### config.mk
export PLATFORM = sky130hd
export DESIGN_NAME = dtfc_datapath
export DESIGN_NICKNAME = d
export VERILOG_FILES = /design/src/hdl/dtfc_pkg.sv /design/src/hdl/dtfc_datapath.sv
export SDC_FILE = /design/constraint.sdc
export NUM_CORES = 2
export LEC_CHECK = 0
export BUFFER_PORTS_ARGS = -buffer_cell sky130_fd_sc_hd__buf_2
export CORE_MARGIN = 3
export CORE_UTILIZATION = 40
export DETAILED_ROUTE_END_ITERATION = 12
export SLEW_MARGIN = 20
export SYNTH_ARGS = -nofsm -noshare
export SYNTH_HDL_FRONTEND = slang
export SYNTH_SLANG_ARGS = --single-unit
### constraint.sdc
create_clock -name vclk -period 13.5
set_clock_uncertainty 0.1 [all_clocks]
set_input_delay 1.35 -clock vclk [all_inputs]
set_output_delay 1.35 -clock vclk [all_outputs]
set_load 0.01 [all_outputs]
### src/hdl/dtfc_pkg.sv
// Shared types and constants of the dual-tap feedback comb filter.
// Depends on nothing; the top level, registers, datapath and checker import it.
package dtfc_pkg;

    // Field widths of the stream and register payloads.
    localparam int SAMPLE_W      = 16;
    localparam int GAIN_W        = 16;
    localparam int OUT_W         = 24;
    localparam int DELAY_FIELD_W = 13;
    localparam int FRAC_SHIFT    = 14;
    localparam int PROD_W        = OUT_W + GAIN_W;
    localparam int TERM_W        = PROD_W - FRAC_SHIFT;
    localparam int SUM_W         = TERM_W + 2;

    // APB port geometry.
    localparam int APB_DATA_W = 32;
    localparam int APB_ADDR_W = 4;

    // Saturation rails of the output.
    localparam logic signed [OUT_W-1:0] OUT_MAX = {1'b0, {(OUT_W-1){1'b1}}};
    localparam logic signed [OUT_W-1:0] OUT_MIN = {1'b1, {(OUT_W-1){1'b0}}};

    // Register indexes, taken from paddr[3:2].
    localparam logic [1:0] REG_DELAY_ONE = 2'd0;
    localparam logic [1:0] REG_GAIN_ONE  = 2'd1;
    localparam logic [1:0] REG_DELAY_TWO = 2'd2;
    localparam logic [1:0] REG_GAIN_TWO  = 2'd3;

    // Per-tap control decided when a sample is accepted.
    typedef struct packed {
        logic enable;   // enough samples have passed since the stream start
        logic bypass;   // delay of one: use the previous output directly
    } tap_ctl_t;

endpackage

### src/hdl/dtfc_datapath.sv
// Feedback arithmetic of the comb filter: two tap products, sum and saturation.
// Depends on dtfc_pkg for widths, rails and the tap control struct.
module dtfc_datapath import dtfc_pkg::*; (
    input  logic signed [SAMPLE_W-1:0] x,
    input  logic signed [GAIN_W-1:0]   gain_one,
    input  logic signed [GAIN_W-1:0]   gain_two,
    input  tap_ctl_t                   tap_one,
    input  tap_ctl_t                   tap_two,
    input  logic signed [OUT_W-1:0]    hist_one,
    input  logic signed [OUT_W-1:0]    hist_two,
    input  logic signed [OUT_W-1:0]    last_y,
    output logic signed [OUT_W-1:0]    y,
    output logic                       clip
);

    logic signed [OUT_W-1:0]  tapv_one;
    logic signed [OUT_W-1:0]  tapv_two;
    logic signed [PROD_W-1:0] prod_one;
    logic signed [PROD_W-1:0] prod_two;
    logic signed [TERM_W-1:0] term_one;
    logic signed [TERM_W-1:0] term_two;
    logic signed [SUM_W-1:0]  sum;

    // A delay of one takes the previous output, which may not be in memory yet.
    assign tapv_one = tap_one.bypass ? last_y : hist_one;
    assign tapv_two = tap_two.bypass ? last_y : hist_two;

    // Exact products, floored by dropping the fraction bits.
    assign prod_one = PROD_W'(tapv_one) * PROD_W'(gain_one);
    assign prod_two = PROD_W'(tapv_two) * PROD_W'(gain_two);

    assign term_one = tap_one.enable ? prod_one[PROD_W-1:FRAC_SHIFT] : '0;
    assign term_two = tap_two.enable ? prod_two[PROD_W-1:FRAC_SHIFT] : '0;

    // Full-width sum, then one saturation to the output width.
    assign sum = SUM_W'(x) + SUM_W'(term_one) + SUM_W'(term_two);

    always_comb
    begin
        if (sum > SUM_W'(OUT_MAX))
        begin
            y    = OUT_MAX;
            clip = 1'b1;
        end
        else if (sum < SUM_W'(OUT_MIN))
        begin
            y    = OUT_MIN;
            clip = 1'b1;
        end
        else
        begin
            y    = sum[OUT_W-1:0];
            clip = 1'b0;
        end
    end

endmodule

Word-level counts from Yosys, hierarchy flattened --
Index checks and enable logic that the tools add are counted. Widths: inputs -> output; s select.
Storage, ports and cells: bits in registers 0
Cells by class: $add $sub $neg 2, mux-type cells 8, order comparisons 2, multiply operators 2
Operators with widths (count):
- $mux 24 | 4
- $mul 24x16->40 | 2
- $mux 26 | 2
- $add 27x26->28 | 1
- $gt 28x24->1 const B | 1
- $lt 28x24->1 const B | 1
- $add 16x26->27 | 1
- $mux 1 | 2

Longest topological paths before layout --
word-level depth 8, gate-level depth with buffers 43, depth with buffers taken out 37

Least setup slack after synthesis --
No wires, ideal clock.
kind input to output, start point in tap_one[0] (netlist bit), end point out y[3], stages on the path 40, arrival time 10.946 ns, path slack 1.104 ns, data required time 12.050 ns, buffers on the path 5, cells stage by stage buf_6 -> clkbuf_1 -> mux2_2 -> clkbuf_1 -> and2_1 -> fa_1 -> inv_1 -> fa_1 -> fa_1 -> inv_1 -> fa_1 -> fa_1 -> inv_1 -> fa_1 -> inv_1 -> ha_1 -> a211oi_1 -> o311ai_1 -> (+4 left out) -> o31a_1 -> a221o_1 -> a21oi_1 -> xor2_1 -> nor2_1 -> fa_1 -> ha_1 -> and4_1 -> nand2_1 -> nor2_1 -> a32oi_1 -> a31o_2 -> or2_2 -> a2111oi_0 -> a211o_1 -> a21o_2 -> buf_6 -> o21ai_0
Between the ends: cells in the longest elaborated chain, start to end 8
Ends and longest elaborated chain:
- from (decl) | RTL line dtfc_datapath.sv:7 | input tap_ctl_t tap_one,
- $mux 24 * | RTL line dtfc_datapath.sv:25 | assign tapv_one = tap_one.bypass ? last_y : hist_one;
- $mul 24x16->40 * | RTL line dtfc_datapath.sv:29 | assign prod_one = PROD_W'(tapv_one) * PROD_W'(gain_one);
- $mux 26 * | RTL line dtfc_datapath.sv:32 | assign term_one = tap_one.enable ? prod_one[PROD_W-1:FRAC_SHIFT] : '0;
- $add 16x26->27 * | RTL line dtfc_datapath.sv:36 | assign sum = SUM_W'(x) + SUM_W'(term_one) + SUM_W'(term_two);
- $add 27x26->28 * | RTL line dtfc_datapath.sv:36
- $lt 28x24->1 | RTL line dtfc_datapath.sv:45 | else if (sum < SUM_W'(OUT_MIN))
- $mux 24 | RTL line dtfc_datapath.sv:45
- $mux 24 * | RTL line dtfc_datapath.sv:40 | if (sum > SUM_W'(OUT_MAX))
- to (decl) | RTL line dtfc_datapath.sv:12 | output logic signed [OUT_W-1:0] y,
Every way passes the cells marked *; elsewhere a longest branch is shown, timed or not.

Final worst setup path --
start point in tap_two[0] (netlist bit), end point out y[21]
Between the ends: cells in the longest elaborated chain, start to end 7
Ends and longest elaborated chain:
- from (decl) | RTL line dtfc_datapath.sv:8 | input tap_ctl_t tap_two,
- $mux 24 * | RTL line dtfc_datapath.sv:26 | assign tapv_two = tap_two.bypass ? last_y : hist_two;
- $mul 24x16->40 * | RTL line dtfc_datapath.sv:30 | assign prod_two = PROD_W'(tapv_two) * PROD_W'(gain_two);
- $mux 26 * | RTL line dtfc_datapath.sv:33 | assign term_two = tap_two.enable ? prod_two[PROD_W-1:FRAC_SHIFT] : '0;
- $add 27x26->28 * | RTL line dtfc_datapath.sv:36
- $lt 28x24->1 | RTL line dtfc_datapath.sv:45
- $mux 24 | RTL line dtfc_datapath.sv:45
- $mux 24 * | RTL line dtfc_datapath.sv:40
Marks and branches as above.

==> flow_summary.html <==
<table>
<tr><th>Metric</th><th>Value</th></tr>
<tr><th colspan="2">Outcome</th></tr>
<tr><td>Result of the run</td><td>finished clean</td></tr>
<tr><th colspan="2">Yosys</th></tr>
<tr><td>Post-Syn Area per Cell</td><td>8.87 um2</td></tr>
<tr><td>Seq/Total Area, Yosys</td><td>0%</td></tr>
<tr><td>Synth Warn #</td><td>0</td></tr>
<tr><td>Number of different library cells in the post-synthesis netlist</td><td>66</td></tr>
<tr><td>Number of standard cells after synthesis</td><td>3337</td></tr>
<tr><td>Cell area after synthesis</td><td>29600 um2</td></tr>
<tr><td>Net count after synthesis</td><td>4450</td></tr>
<tr><th colspan="2">Die</th></tr>
<tr><td>Top-Level Pins</td><td>149</td></tr>
<tr><td>Floorplan die height</td><td>278 um</td></tr>
<tr><td>Starting Density</td><td>40.5%</td></tr>
<tr><td>Width of the die</td><td>278 um</td></tr>
<tr><td>Core area</td><td>73200 um2</td></tr>
<tr><td>Site row count</td><td>99</td></tr>
<tr><td>Full die area</td><td>77300 um2</td></tr>
<tr><th colspan="2">STA</th></tr>
<tr><td>Number of failing hold endpoints at the final stage</td><td>0</td></tr>
<tr><td>Final Setup Violations</td><td>0</td></tr>
<tr><td>Transition at the pin with the smallest max-transition slack</td><td>0.871 ns</td></tr>
<tr><td>Count of pins over their slew limit</td><td>0</td></tr>
<tr><td>Peak Freq</td><td>0.0771 GHz</td></tr>
<tr><td>Final critical path time including I/O delays and setup</td><td>12.97 ns</td></tr>
<tr><td>Crit share post-route</td><td>96.1%</td></tr>
<tr><td>Relative slew margins</td><td>41.8%</td></tr>
<tr><th colspan="2">Final layout</th></tr>
<tr><td>Commonest cells after routing, fill and taps aside</td><td>885 x inv_1, 773 x fa_1, 473 x nand2_1</td></tr>
<tr><td>Nets</td><td>4515</td></tr>
<tr><td>Clock buffer cells</td><td>0</td></tr>
<tr><td>Final core utilization</td><td>43.0%</td></tr>
<tr><td>P&amp;R area growth vs syn</td><td>6.29%</td></tr>
<tr><td>Post-route insts no fill</td><td>4361</td></tr>
<tr><td>Fraction of final layout cells with drive strength greater than 1</td><td>8.62%</td></tr>
<tr><td>Flip-flop and latch count</td><td>0</td></tr>
<tr><td>Area of the multi-input gates</td><td>25800 um2</td></tr>
<tr><td>Register cell area after layout</td><td>0 um2</td></tr>
<tr><td>Most frequent standard cell in the layout excluding fill and tap cells</td><td>inv_1</td></tr>
<tr><td>Filler cell count in the final layout</td><td>7321</td></tr>
<tr><th colspan="2">Critical path</th></tr>
<tr><td>Kind of cell adding the most delay to the critical path</td><td>adder cells</td></tr>
<tr><td>Worst endpoint data arrival time</td><td>11.52 ns</td></tr>
<tr><td>Crit path max fanout</td><td>16</td></tr>
<tr><td>Worst path depth</td><td>39</td></tr>
<tr><td>Type of origin of the critical path</td><td>input pin</td></tr>
<tr><td>Termination of the worst setup path</td><td>y[21]</td></tr>
<tr><td>Beginning of the critical path</td><td>tap_two[0]</td></tr>
<tr><td>Most frequent CP cell</td><td>fa_1</td></tr>
<tr><td>Number of buffer and inverter stages on the critical path</td><td>8</td></tr>
<tr><td>Endpoint type of the worst setup path</td><td>output port</td></tr>
<tr><td>Worst-path cell with the longest stage delay</td><td>or4_1</td></tr>
<tr><td>CP Data Required Time</td><td>12.05 ns</td></tr>
<tr><td>Worst setup path class</td><td>in2out</td></tr>
<tr><td>Crit-path max cell delay</td><td>0.54 ns</td></tr>
<tr><th colspan="2">Min path</th></tr>
<tr><td>Tightest Hold Check Type</td><td>in2out</td></tr>
<tr><th colspan="2">GRT</th></tr>
<tr><td>Maximum number of pins on one net before global-route repair</td><td>27</td></tr>
<tr><td>Vias in the first global route</td><td>23300</td></tr>
<tr><td>Overall track demand over capacity in global routing</td><td>20.3%</td></tr>
<tr><td>Global-route wire length before repair</td><td>126000 um</td></tr>
<tr><td>Remaining global-route overflow</td><td>0</td></tr>
<tr><td>Number of antenna violations at the first check in global routing</td><td>8</td></tr>
<tr><th colspan="2">Place</th></tr>
<tr><td>HPWL after DPL</td><td>64900 um</td></tr>
<tr><td>Count of buffers inserted at the top-level ports</td><td>149</td></tr>
<tr><td>Cell count after placement</td><td>4352</td></tr>
<tr><td>Final weighted congestion of routability-driven global placement</td><td>0.924</td></tr>
<tr><th colspan="2">Routing</th></tr>
<tr><td>Wire per inst</td><td>17.3 um</td></tr>
<tr><td>Post-Route WL</td><td>75400 um</td></tr>
<tr><td>Number of DRC violations after detailed-routing iteration 0</td><td>1201</td></tr>
<tr><td>Detailed-route vias per instance</td><td>4.94</td></tr>
<tr><td>Count of vias placed by the detailed router</td><td>21500</td></tr>
<tr><td>Remaining design rule violation count</td><td>0</td></tr>
<tr><td>Number of search-and-repair iterations in the first detailed-routing pass</td><td>5</td></tr>
<tr><td>Residual antenna-violating net count after detailed routing</td><td>0</td></tr>
<tr><th colspan="2">CTS</th></tr>
<tr><td>Number of buffers inserted for hold repair after clock tree synthesis</td><td>0</td></tr>
<tr><th colspan="2">Job</th></tr>
<tr><td>Number of max-cap violations</td><td>0</td></tr>
</table>
## routing by layer
layer,track usage [%],vias up,wire length (um)
li1,-,9827,-
met4,2.91,6,1130
met5,0,-,34
met3,2.60,61,4860
met1,29.2,11100,33800
met2,33.7,559,35500
## synthesized netlist by cell type (3+ instances only)
cell / number / area share (%)
fa_1: 773 / 52
or2_2: 15 / 0.32
a21o_1: 55 / 1.4
and3_1: 13 / 0.27
a31oi_1: 9 / 0.19
buf_2: 3 / 0.051
nand2b_1: 18 / 0.38
or3_1: 4 / 0.084
inv_1: 886 / 11
a211oi_1: 4 / 0.10
clkbuf_1: 125 / 1.6
mux2i_1: 3 / 0.10
xor2_1: 24 / 0.71
mux2_2: 45 / 1.7
o211ai_1: 5 / 0.13
a211o_1: 4 / 0.12
xnor2_1: 63 / 1.9
and4_1: 3 / 0.089
o21ai_0: 38 / 0.64
nand2_1: 473 / 6.0
a221oi_1: 3 / 0.089
o21ai_2: 20 / 0.59
nor3_1: 6 / 0.10
a221o_1: 3 / 0.10
buf_6: 5 / 0.19
a21oi_1: 62 / 1.0
ha_1: 216 / 9.1
nor2b_1: 25 / 0.53
o21bai_1: 14 / 0.35
nor2_1: 75 / 0.95
and2_1: 276 / 5.8
nand3_1: 16 / 0.27
o21a_1: 4 / 0.10
nand4_1: 9 / 0.19
## cells by family (layout without fill, tap and decap cells)
group / Yosys count / in the layout / synth area share [%]
xor+xnor: 87 / 87 / 2.57
other cells: 0 / 2 / 0
compound gates: 252 / 252 / 5.91
simple gates: 940 / 940 / 15.2
fa+ha+maj: 989 / 989 / 61.4
buf+inv: 1020 / 1083 / 13.1
mux: 49 / 49 / 1.86
## area by class of cell
| type | instances | share of cell area, % |
|---|---|---|
| well taps | 959 | 3.81 |
| diodes | 2 | 0.0159 |
| multi-input cells | 2317 | 82.0 |
| inverters | 886 | 10.6 |
| repair buffers | 197 | 3.64 |
## metrics by stage
step | hold WS, ns | area (um2) | setup TNS, ns | setup slack, ns
after CTS | 3.13 | 31300 | 0 | 0.0941
final | 3.13 | 31500 | 0 | 0.533
after global routing | 3.21 | 31500 | -0.00669 | -0.00669
after global placement | 3.13 | 31300 | 0 | 0.157
after detailed placement | 3.13 | 31300 | -0.00363 | -0.00363
after floorplan | 2.95 | 29600 | 0 | 1.10
## how the worst min path moves through the flow
stage,depth (start not counted),to,start
3_5_place_dp,5,y[0],x[0]
5_1_grt,5,y[0],x[0]
4_1_cts,5,y[0],x[0]
3_3_place_gp,5,y[0],x[0]
6_report,5,y[0],x[0]
2_1_floorplan,3,y[0],x[0]
## timing repair
action                                  in CTS  in global routing
gates resized for setup                      1                 17
buffers inserted                             0                  6
endpoints found under the setup margin       2                 23
pin swaps                                    0                  1
