==> src/hdl/dtfc_pkg.sv <==
// Shared types and constants of the dual-tap feedback comb filter.
// Depends on nothing; the top level, registers, datapath and checker import it.
package dtfc_pkg;

    // Field widths of the stream and register payloads.
    localparam int SAMPLE_W      = 16;
    localparam int GAIN_W        = 16;
    localparam int OUT_W         = 24;
    localparam int DELAY_FIELD_W = 13;
    localparam int FRAC_SHIFT    = 14;
    localparam int PROD_W        = OUT_W + GAIN_W;
    localparam int TERM_W        = PROD_W - FRAC_SHIFT;
    localparam int SUM_W         = TERM_W + 2;

    // APB port geometry.
    localparam int APB_DATA_W = 32;
    localparam int APB_ADDR_W = 4;

    // Saturation rails of the output.
    localparam logic signed [OUT_W-1:0] OUT_MAX = {1'b0, {(OUT_W-1){1'b1}}};
    localparam logic signed [OUT_W-1:0] OUT_MIN = {1'b1, {(OUT_W-1){1'b0}}};

    // Register indexes, taken from paddr[3:2].
    localparam logic [1:0] REG_DELAY_ONE = 2'd0;
    localparam logic [1:0] REG_GAIN_ONE  = 2'd1;
    localparam logic [1:0] REG_DELAY_TWO = 2'd2;
    localparam logic [1:0] REG_GAIN_TWO  = 2'd3;

    // Per-tap control decided when a sample is accepted.
    typedef struct packed {
        logic enable;   // enough samples have passed since the stream start
        logic bypass;   // delay of one: use the previous output directly
    } tap_ctl_t;

endpackage

==> src/hdl/dtfc_regs.sv <==
// APB configuration registers of the comb filter: two delays and two gains.
// Depends on dtfc_pkg for widths and register indexes.
module dtfc_regs import dtfc_pkg::*; #(
    parameter int MAX_DELAY = 4096,
    localparam int CW = $clog2(MAX_DELAY + 1)
) (
    input  logic                     clk,
    input  logic                     rst_n,
    input  logic                     psel,
    input  logic                     penable,
    input  logic                     pwrite,
    input  logic [APB_ADDR_W-1:0]    paddr,
    input  logic [APB_DATA_W-1:0]    pwdata,
    output logic [APB_DATA_W-1:0]    prdata,
    output logic [CW-1:0]            delay_one,
    output logic [CW-1:0]            delay_two,
    output logic signed [GAIN_W-1:0] gain_one,
    output logic signed [GAIN_W-1:0] gain_two
);

    logic [CW-1:0]            delay_one_reg;
    logic [CW-1:0]            delay_two_reg;
    logic signed [GAIN_W-1:0] gain_one_reg;
    logic signed [GAIN_W-1:0] gain_two_reg;
    logic                     wr_en;
    logic [1:0]               reg_idx;
    logic [DELAY_FIELD_W-1:0] delay_field;
    logic [CW-1:0]            delay_clamped;

    assign wr_en       = psel && penable && pwrite;
    assign reg_idx     = paddr[3:2];
    assign delay_field = pwdata[DELAY_FIELD_W-1:0];

    // A zero delay acts as one; a delay beyond the history acts as its length.
    always_comb
    begin
        if (delay_field == '0)
        begin
            delay_clamped = CW'(1);
        end
        else if (32'(delay_field) > 32'(MAX_DELAY))
        begin
            delay_clamped = CW'(MAX_DELAY);
        end
        else
        begin
            delay_clamped = CW'(delay_field);
        end
    end

    // Register writes at the access phase of a write transaction.
    always_ff @(posedge clk or negedge rst_n)
    begin
        if (!rst_n)
        begin
            delay_one_reg <= CW'(1);
            delay_two_reg <= CW'(1);
            gain_one_reg  <= '0;
            gain_two_reg  <= '0;
        end
        else if (wr_en)
        begin
            unique case (reg_idx)
                REG_DELAY_ONE: delay_one_reg <= delay_clamped;
                REG_GAIN_ONE:  gain_one_reg  <= pwdata[GAIN_W-1:0];
                REG_DELAY_TWO: delay_two_reg <= delay_clamped;
                REG_GAIN_TWO:  gain_two_reg  <= pwdata[GAIN_W-1:0];
                default:       ;
            endcase
        end
    end

    // Read-back decoder.
    always_comb
    begin
        unique case (reg_idx)
            REG_DELAY_ONE: prdata = APB_DATA_W'(delay_one_reg);
            REG_GAIN_ONE:  prdata = APB_DATA_W'($unsigned(gain_one_reg));
            REG_DELAY_TWO: prdata = APB_DATA_W'(delay_two_reg);
            REG_GAIN_TWO:  prdata = APB_DATA_W'($unsigned(gain_two_reg));
            default:       prdata = '0;
        endcase
    end

    assign delay_one = delay_one_reg;
    assign delay_two = delay_two_reg;
    assign gain_one  = gain_one_reg;
    assign gain_two  = gain_two_reg;

endmodule

==> config.mk <==
export PLATFORM = sky130hd
export DESIGN_NAME = dtfc_regs
export DESIGN_NICKNAME = d
export VERILOG_FILES = /design/src/hdl/dtfc_pkg.sv /design/src/hdl/dtfc_regs.sv
export SDC_FILE = /design/constraint.sdc
export NUM_CORES = 1
export LEC_CHECK = 0
export BUFFER_PORTS_ARGS = -buffer_cell sky130_fd_sc_hd__buf_2
export CAP_MARGIN = 20
export CORE_UTILIZATION = 51
export DETAILED_ROUTE_END_ITERATION = 8
export GPL_TIMING_DRIVEN = 1
export PLACE_DENSITY = 0.9
export SLEW_MARGIN = 20
export SYNTH_ARGS = -nofsm -noshare
export SYNTH_HDL_FRONTEND = slang
export SYNTH_SLANG_ARGS = --single-unit
==> constraint.sdc <==
create_clock -name clk -period 3 [get_ports clk]
set_input_delay 0.15 -clock clk [delete_from_list [all_inputs] [get_ports clk]]
set_output_delay 0.15 -clock clk [all_outputs]
set_load 0.02 [all_outputs]
# Yosys cells after proc, flatten, opt, wreduce, memory -nomap -nowiden
# Index checks and enable logic that the tools add are counted.
[word_totals]
ff_bits = 58
latch_bits = 0
ramBits = 0
rom_bits = 0
input_bits = 41
out_inout_bits = 90
elab_cells = 19
n_memories = 0
[op_classes]
n_addsub = 0
n_mul = 0
div = 0
order_cmp = 1
eq_ne = 3
shifts = 0
n_mux = 3
bitwise = 0
reduce_logical = 8
[op_table]
columns = ["cell", "n"]
rows = [
  ["$pmux W32 S4", 1],
  ["$mux W13", 2],
  ["$gt A13 B13 Y1 const B", 1],
  ["$logic_not A13 Y1", 1],
  ["$reduce_and A2 Y1", 4],
  ["$eq A2 B2 Y1 const B", 2],
  ["$eq A2 B1 Y1 const B", 1],
  ["$logic_and A1 B1 Y1", 2],
  ["$logic_not A2 Y1", 1],
]

# Logic depth before layout (Yosys ltp)
# Gate-level depths: netlist of run 1.
[logic_depth]
word_depth = 3
ltp_mapped = 6
ltp_nobuf = 3

# Worst setup path before layout of run 1
# No wires, ideal clock.
[synth_timing]
path_kind = "input to output"
start = "input port paddr[2]"
end = "output port prdata[0]"
t_arrival_ns = 1.196
t_required_ns = 2.850
setup_slack_ns = 1.654
path_stages = 3
n_path_buf = 2
path_cell_list = "buf_4 -> buf_2 -> mux4_2"
[synth_between]
elab_chain_len = 2
word_cells_on_any_way = 5
classes_between = "3 x eq/ne; 1 x mux; 1 x reduce/logical"
[synth_lines]
columns = ["element", "line_no", "source"]
rows = [
  ["from (decl)", "dtfc_regs.sv:12", "input logic [APB_ADDR_W-1:0] paddr,"],
  ["$eq A2 B2 Y1, or another cell as far along", "dtfc_regs.sv:76", "unique case (reg_idx)"],
  ["$pmux W32 S4 *", "dtfc_regs.sv:76", ""],
  ["to (decl)", "dtfc_regs.sv:14", "output logic [APB_DATA_W-1:0] prdata,"],
]
# Every way passes the cells marked *; elsewhere a longest branch is shown, timed or not. The select of a mux whose other input is x is not followed.

# Final worst setup path of run 1
[layout_timing]
start = "input port paddr[2]"
end = "register delay_two_reg[4] (netlist: delay_two[4])"
[layout_between]
elab_chain_len = 2
[layout_lines]
columns = ["element", "line_no", "source"]
rows = [
  ["$eq A2 B2 Y1", "dtfc_regs.sv:63", "unique case (reg_idx)"],
  ["$reduce_and A2 Y1 (no line)", "n/a", ""],
  ["to (signal assigned)", "dtfc_regs.sv:66", "REG_DELAY_TWO: delay_two_reg <= delay_clamped;"],
  ["to (decl)", "dtfc_regs.sv:22", "logic [CW-1:0] delay_two_reg;"],
]
# No other way between the ends.
# A chain may end at the register's enable or synchronous reset.

==> results.cfg, run 1 <==
[sta]
max_freq_ghz = 0.569
relSlewSlack_pct = 43.3
hold_ws_ns = 0.0571
finalMaxSlewViolations = 0
hold_viol = 0
tightest_slew_ns = 0.851
fin_crit_sh_pct = 58.6
post-route-min-period_ns = 1.76
setup_viol = 0
setup_tns_ns = 0
clock_skew_ns = 0
rsz0062_at_grt = no
fin_ws_ns = 1.24

[synthesis]
yosysWarnings = 0
synthCells = 218
ys_types = 31
ys_ff_latch = 58
synth_top_cells_by_area = dfrtp_1 (47%), mux2_2 (12%), mux4_2 (9.9%), buf_4 (5.1%), mux2_4 (5.1%)
synth_area_um2 = 2970
yosysTopAreaCell = dfrtp_1
yosysTopAreaCellShare_pct = 47.2
ys_seq_area_share_pct = 49.0
syn_area_per_cell_um2 = 13.6

[finish]
antenna_cells = 0
area_growth_pct = 22.8
layout-drive-gt1-share_pct = 56.0
layout.nets = 352

[clock_tree]
cts_max_path_buffers = 2
cts.sinks = 58
cts-resized-gates = 0
cts.reportedPaths.clkPinSlew_ns = 0.07
clkLatencyLatePin_ns = 0.33
post_cts_buffers = 0
htree_num_levels = 3
cts_made_buffers = 9
cts_tree = built
cts_root_buf = clkbuf_8

[place]
io_buffers = 96
preCtsSetupSlack_ns = 0.865
gp_congestion = 0.697
place_hpwl_mm = 4.74

[setup_path]
worst_path_largest_cell_delay_ns = 0.79
r2r_end = delay_one[0]$_DFFE_PN1P_
path_cells = buf_2 -> and4b_1 -> and3_1 -> a22oi_1
path_class = input pin to flop
crit_cells = 4
startpoint = paddr[2]
worstPathRequired_ns = 3.18
r2r-start = delay_one[0]$_DFFE_PN1P_
reg2reg_slack_ns = 2.00
cp_max_fo = 20
cp_top_family = simple AND/OR/NAND/NOR gates
worstSetupEndpoint = delay_two[4]$_DFFE_PN0P_
worst-path-buf-inv = 1
critPathSlowestCell = and4b_1
critPathCaptureType = flop
r2r_cells = 2
startpoint_type = input pin
arrival_ns = 1.93

[floorplan]
row_count = 27
core-area_um2 = 5540
io_pins = 131
die_h_um = 78.3
dieArea_um2 = 6130
die_x_um = 78.3
initial_core_util_pct = 53.5

[global_route]
antenna_found_initial = 0
grt_first_pass_wirelength_mm = 11.2
grt_overflow = 0
grt_pass1_vias = 2169
grt_max_degree = 39
grt_usage_pct = 24.6

[drt]
vias = 2247
firstDrtPassIters = 4
ant_nets = 0
drc = 0
viasPerCell = 5.79
drt_iter0_markers = 180
wl_per_cell_um = 18.3
totalWireLength_mm = 7.11

[hold_path]
hp-class = input pin to flop
whs_path_depth = 2

[pwr]
leakage_nw = 1.84
powerDensity_nw_per_um2 = 786
vdd_drop_max_uv = 607

[flow_run]
maxCapViolCount = 0

[status]
status = complete, no violations
[cell type report]
| type | instances | area, µm² |
|---|---|---|
| fill | 428 | 1900 |
| multi-input combinational | 142 | 1340 |
| timing repair buffer | 99 | 505 |
| clock inverter | 5 | 100 |
| tap | 72 | 90.1 |
| clock buffer | 11 | 151 |
| inverter | 1 | 3.75 |
| sequential | 58 | 1450 |
[placed cells by master (no fill, tap or decap), drive strengths merged, types with 7 or more instances in the layout]
cell    Yosys  layout
dfrtp      56      56
conb        1      16
nor2b       7       7
clkbuf      4      11
nand3      16      16
o21ai      14      14
mux2       41      41
buf        28      98
mux4       13      13
a22oi      14      14
[through the flow]
| stage | std cells | utilization (%) | power [mW] | area [µm²] |
|---|---|---|---|---|
| floorplan | 233 | - | 1.67 | 3020 |
| global placement | 371 | 61.0 | 1.93 | 3380 |
| detailed placement | 371 | 61.0 | 1.97 | 3380 |
| CTS | 388 | 65.8 | 2.88 | 3640 |
| global route | 388 | 65.8 | 2.98 | 3640 |
| finish | 388 | 65.8 | 2.86 | 3640 |
[worst register-to-register path, stage by stage, from the launching register on]
cell	delay, ns
dfstp_2	0.55
a21oi_1	0.05
a211oi_1	0.30
[report_power, final]
group	switching [mW]	internal (mW)
registers	0.128	0.955
logic	0.508	0.366
clock network	0.312	0.594
total	0.949	1.91
[what timing repair did]
item | in CTS | in global routing
setup endpoints to repair | 0 | 0
hold buffers | 1 | 0
endpoints found under the hold margin | 37 | 0
[per-layer routing]
metal	global-route usage [%]	vias up	part of all wire, %
met4	10.7	0	2.3
met3	6.05	14	6.7
li1	-	965	-
met1	32.8	1156	41
met5	0	-	0
met2	38.4	112	50
[worst min-delay path by stage]
stage / from / to / slack (ns)
2_1_floorplan: rst_n / delay_one[10]$_DFFE_PN0P_ / -0.15
4_1_cts: pwdata[14] / gain_one[14]$_DFFE_PN0P_ / 0.05
3_3_place_gp: rst_n / gain_one[7]$_DFFE_PN0P_ / 0.29
6_report: pwdata[13] / gain_two[13]$_DFFE_PN0P_ / 0.06
3_5_place_dp: rst_n / gain_two[7]$_DFFE_PN0P_ / 0.31
5_1_grt: pwdata[15] / gain_two[15]$_DFFE_PN0P_ / 0.06
[synthesized netlist by cell type (all sizes together)]
library cell,number
nor2b,7
o21ai,14
and4b,1
dfstp,2
nor3,2
a21oi,2
buf,28
mux4,13
a21o,1
and3,4
a22oi,14
nand3,16
clkbuf,4
nand4b,1
mux2i,3
dfrtp,56
conb,1
a211oi,2
nor4,3
nand2,1
inv,1
mux2,41
nor2,1
[kinds of logic after synthesis]
| group | share of synthesized area (%) |
|---|---|
| mux | 27.7 |
| other cells | 0.126 |
| simple gates | 8.22 |
| buf+inv | 7.76 |
| flops | 49.0 |
| compound gates | 7.17 |
Note: power is estimated with default switching activity, not from simulation.
==> run 2, diff against run 1 <==
CORE_UTILIZATION = 47   (was 51)
PLACE_DENSITY = 0.85   (was 0.9)
clock period = 1.65 ns   (was 3 ns; I/O delays follow)
==> run 2 against run 1 <==
Compared with the run above: setup slack worse by 1.1 ns; cell count increased by 3.1%; die area increased by 8.3%; clock skew stayed put; sequential share of layout area is 0.46 points lower; wire length is 1.9% lower; highest routed layer unchanged; sequential power rose by 83%; flip-flop and latch count unchanged; hold slack worse by 0.028 ns; via count down 1.6%; clock-buffer cell count shrank 2.
==> results.cfg, run 2 (same netlist as run 1, synthesis figures left out) <==
[pwr]
seqPwrFrac_pct = 41.2
leakage_nw = 1.86
power_mw = 4.80
powerDensity_nw_per_um2 = 1300
switching_power_mw = 1.70
power.internal_mw = 3.10
vdd_drop_max_uv = 755
pwr-share-clk_pct = 25.4
swShare_pct = 35.4
pwr-share-comb_pct = 33.4

[setup_path]
critPathSlowestCell = mux4_2
critPathCaptureType = primary output
reg2reg_slack_ns = 0.69
path_cells = mux4_2 -> buf_2
worstPathRequired_ns = 1.57
startpoint_type = flop
cp_top_family = multiplexers
r2r_cells = 2
worst-path-buf-inv = 1
cp_max_fo = 3
worst_path_largest_cell_delay_ns = 0.48
startpoint = delay_one[4]$_DFFE_PN0P_
path_class = flop to primary output
r2r-start = delay_one[0]$_DFFE_PN1P_
arrival_ns = 1.40
r2r_end = delay_one[0]$_DFFE_PN1P_

[sta]
rsz0062_at_grt = no
setup_viol = 0
max_freq_ghz = 0.673
setup_tns_ns = 0
post-route-min-period_ns = 1.49
clock_skew_ns = 0
finalMaxSlewViolations = 0
fin_crit_sh_pct = 90.1
hold_viol = 0

[finish]
fillCellCount = 465
most-common-layout-cells = buf_2 (96), dfrtp_1 (56), mux2_2 (31), conb_1 (16), nand3_1 (15)
fin_area_um2 = 3690
area_growth_pct = 24.3
layout_commonest_cell = buf_2
layout-drive-gt1-share_pct = 56.3
antenna_cells = 0
layout.nets = 362

[drt]
ant_nets = 0
viasPerCell = 5.53
vias = 2212
drc = 0
totalWireLength_mm = 6.97
wl_per_cell_um = 17.4
firstDrtPassIters = 4
drt_iter0_markers = 161

[global_route]
grt_overflow = 0
grt_pass1_vias = 2135
grt_max_degree = 59
grt_usage_pct = 22.5
antenna_found_initial = 0
grt_first_pass_wirelength_mm = 10.8

[clock_tree]
clkLatencyLatePin_ns = 0.32
cts_max_path_buffers = 2
cts_made_buffers = 9
cts.sinks = 58
cts_root_buf = clkbuf_8
cts_tree = built
htree_num_levels = 3
cts.reportedPaths.clkPinSlew_ns = 0.07

[flow_run]
maxCapViolCount = 0

[floorplan]
initial_core_util_pct = 49.5
die_h_um = 81.4
die_x_um = 81.4
dieArea_um2 = 6630
row_count = 28
core-area_um2 = 5990
io_pins = 131

[status]
status = complete, no violations

[place]
gp_congestion = 0.727
place_area_um2 = 3460
io_buffers = 96
place_hpwl_mm = 4.91

[hold_path]
hp-class = input pin to flop
holdPathEnd = gain_two[11]$_DFFE_PN0P_
whs_path_depth = 2
hp-start = pwdata[11]
run 2: changes by cell type in the layout (fill, tap and decap cells not counted), sizes merged:
cell,change
buf,+7
bufinv,-2
clkbuf,-2
clkinv,+3
dlygate4sd3,+3
run 2: repair_timing:
action | 4_1_cts | 5_1_grt
hold buffers | 4 | 0
endpoints found under the hold margin | 62 | 0
gates resized for setup | 0 | 0
setup endpoints to repair | 0 | 0
setup buffers | 0 | 0
run 2: through the flow:
step,hold WS [ns],worst slack [ns],utilization (%),std cells
2_1_floorplan,-0.213,0.439,-,233
3_3_place_gp,0.103,0.332,57.8,381
4_1_cts,0.00912,0.152,61.5,400
6_report,0.0290,0.163,61.5,400
3_5_place_dp,0.106,0.316,57.8,381
5_1_grt,0.0164,0.118,61.5,400
run 2: layout make-up:
cell class                      instances  area (µm²)  share of cell area [%]
Multi-Input combinational cell        142        1340                    36.3
Tap cell                               75        93.8                    2.55
Timing Repair Buffer                  109         613                    16.6
Inverter                                1        3.75                   0.102
Sequential cell                        58        1450                    39.4
Clock inverter                          6        58.8                    1.60
Clock buffer                            9         124                    3.36
run 2: worst register-to-register path, cell delays in order (launching register included):
cell	delay (ns)
dfstp_2	0.55
a21oi_1	0.04
a211oi_1	0.27
run 2: worst max path at each step:
stage                               to  depth (start not counted)
3_5_place_dp   gain_one[2]$_DFFE_PN0P_                          4
2_1_floorplan                prdata[0]                          3
4_1_cts                      prdata[4]                          2
3_3_place_gp   gain_one[3]$_DFFE_PN0P_                          4
5_1_grt                      prdata[4]                          2
6_report                     prdata[4]                          2
run 2: power by group through the flow:
stage,sequential (mW),combinational (mW),clock (mW)
after floorplan,2.33,0.704,0
after global placement,1.97,1.57,0
after detailed placement,1.99,1.61,0
after CTS,1.97,1.62,1.26
after global routing,2.01,1.72,1.33
final,1.98,1.60,1.22
run 2: metal layers:
| metal | vias to the layer above | global-route usage, % | share of wire (%) |
|---|---|---|---|
| met5 | - | 0 | 0 |
| met4 | 0 | 11.1 | 1.3 |
| met3 | 10 | 4.89 | 5.9 |
| met2 | 102 | 34.6 | 51 |
| met1 | 1107 | 30.1 | 42 |
| li1 | 993 | - | - |
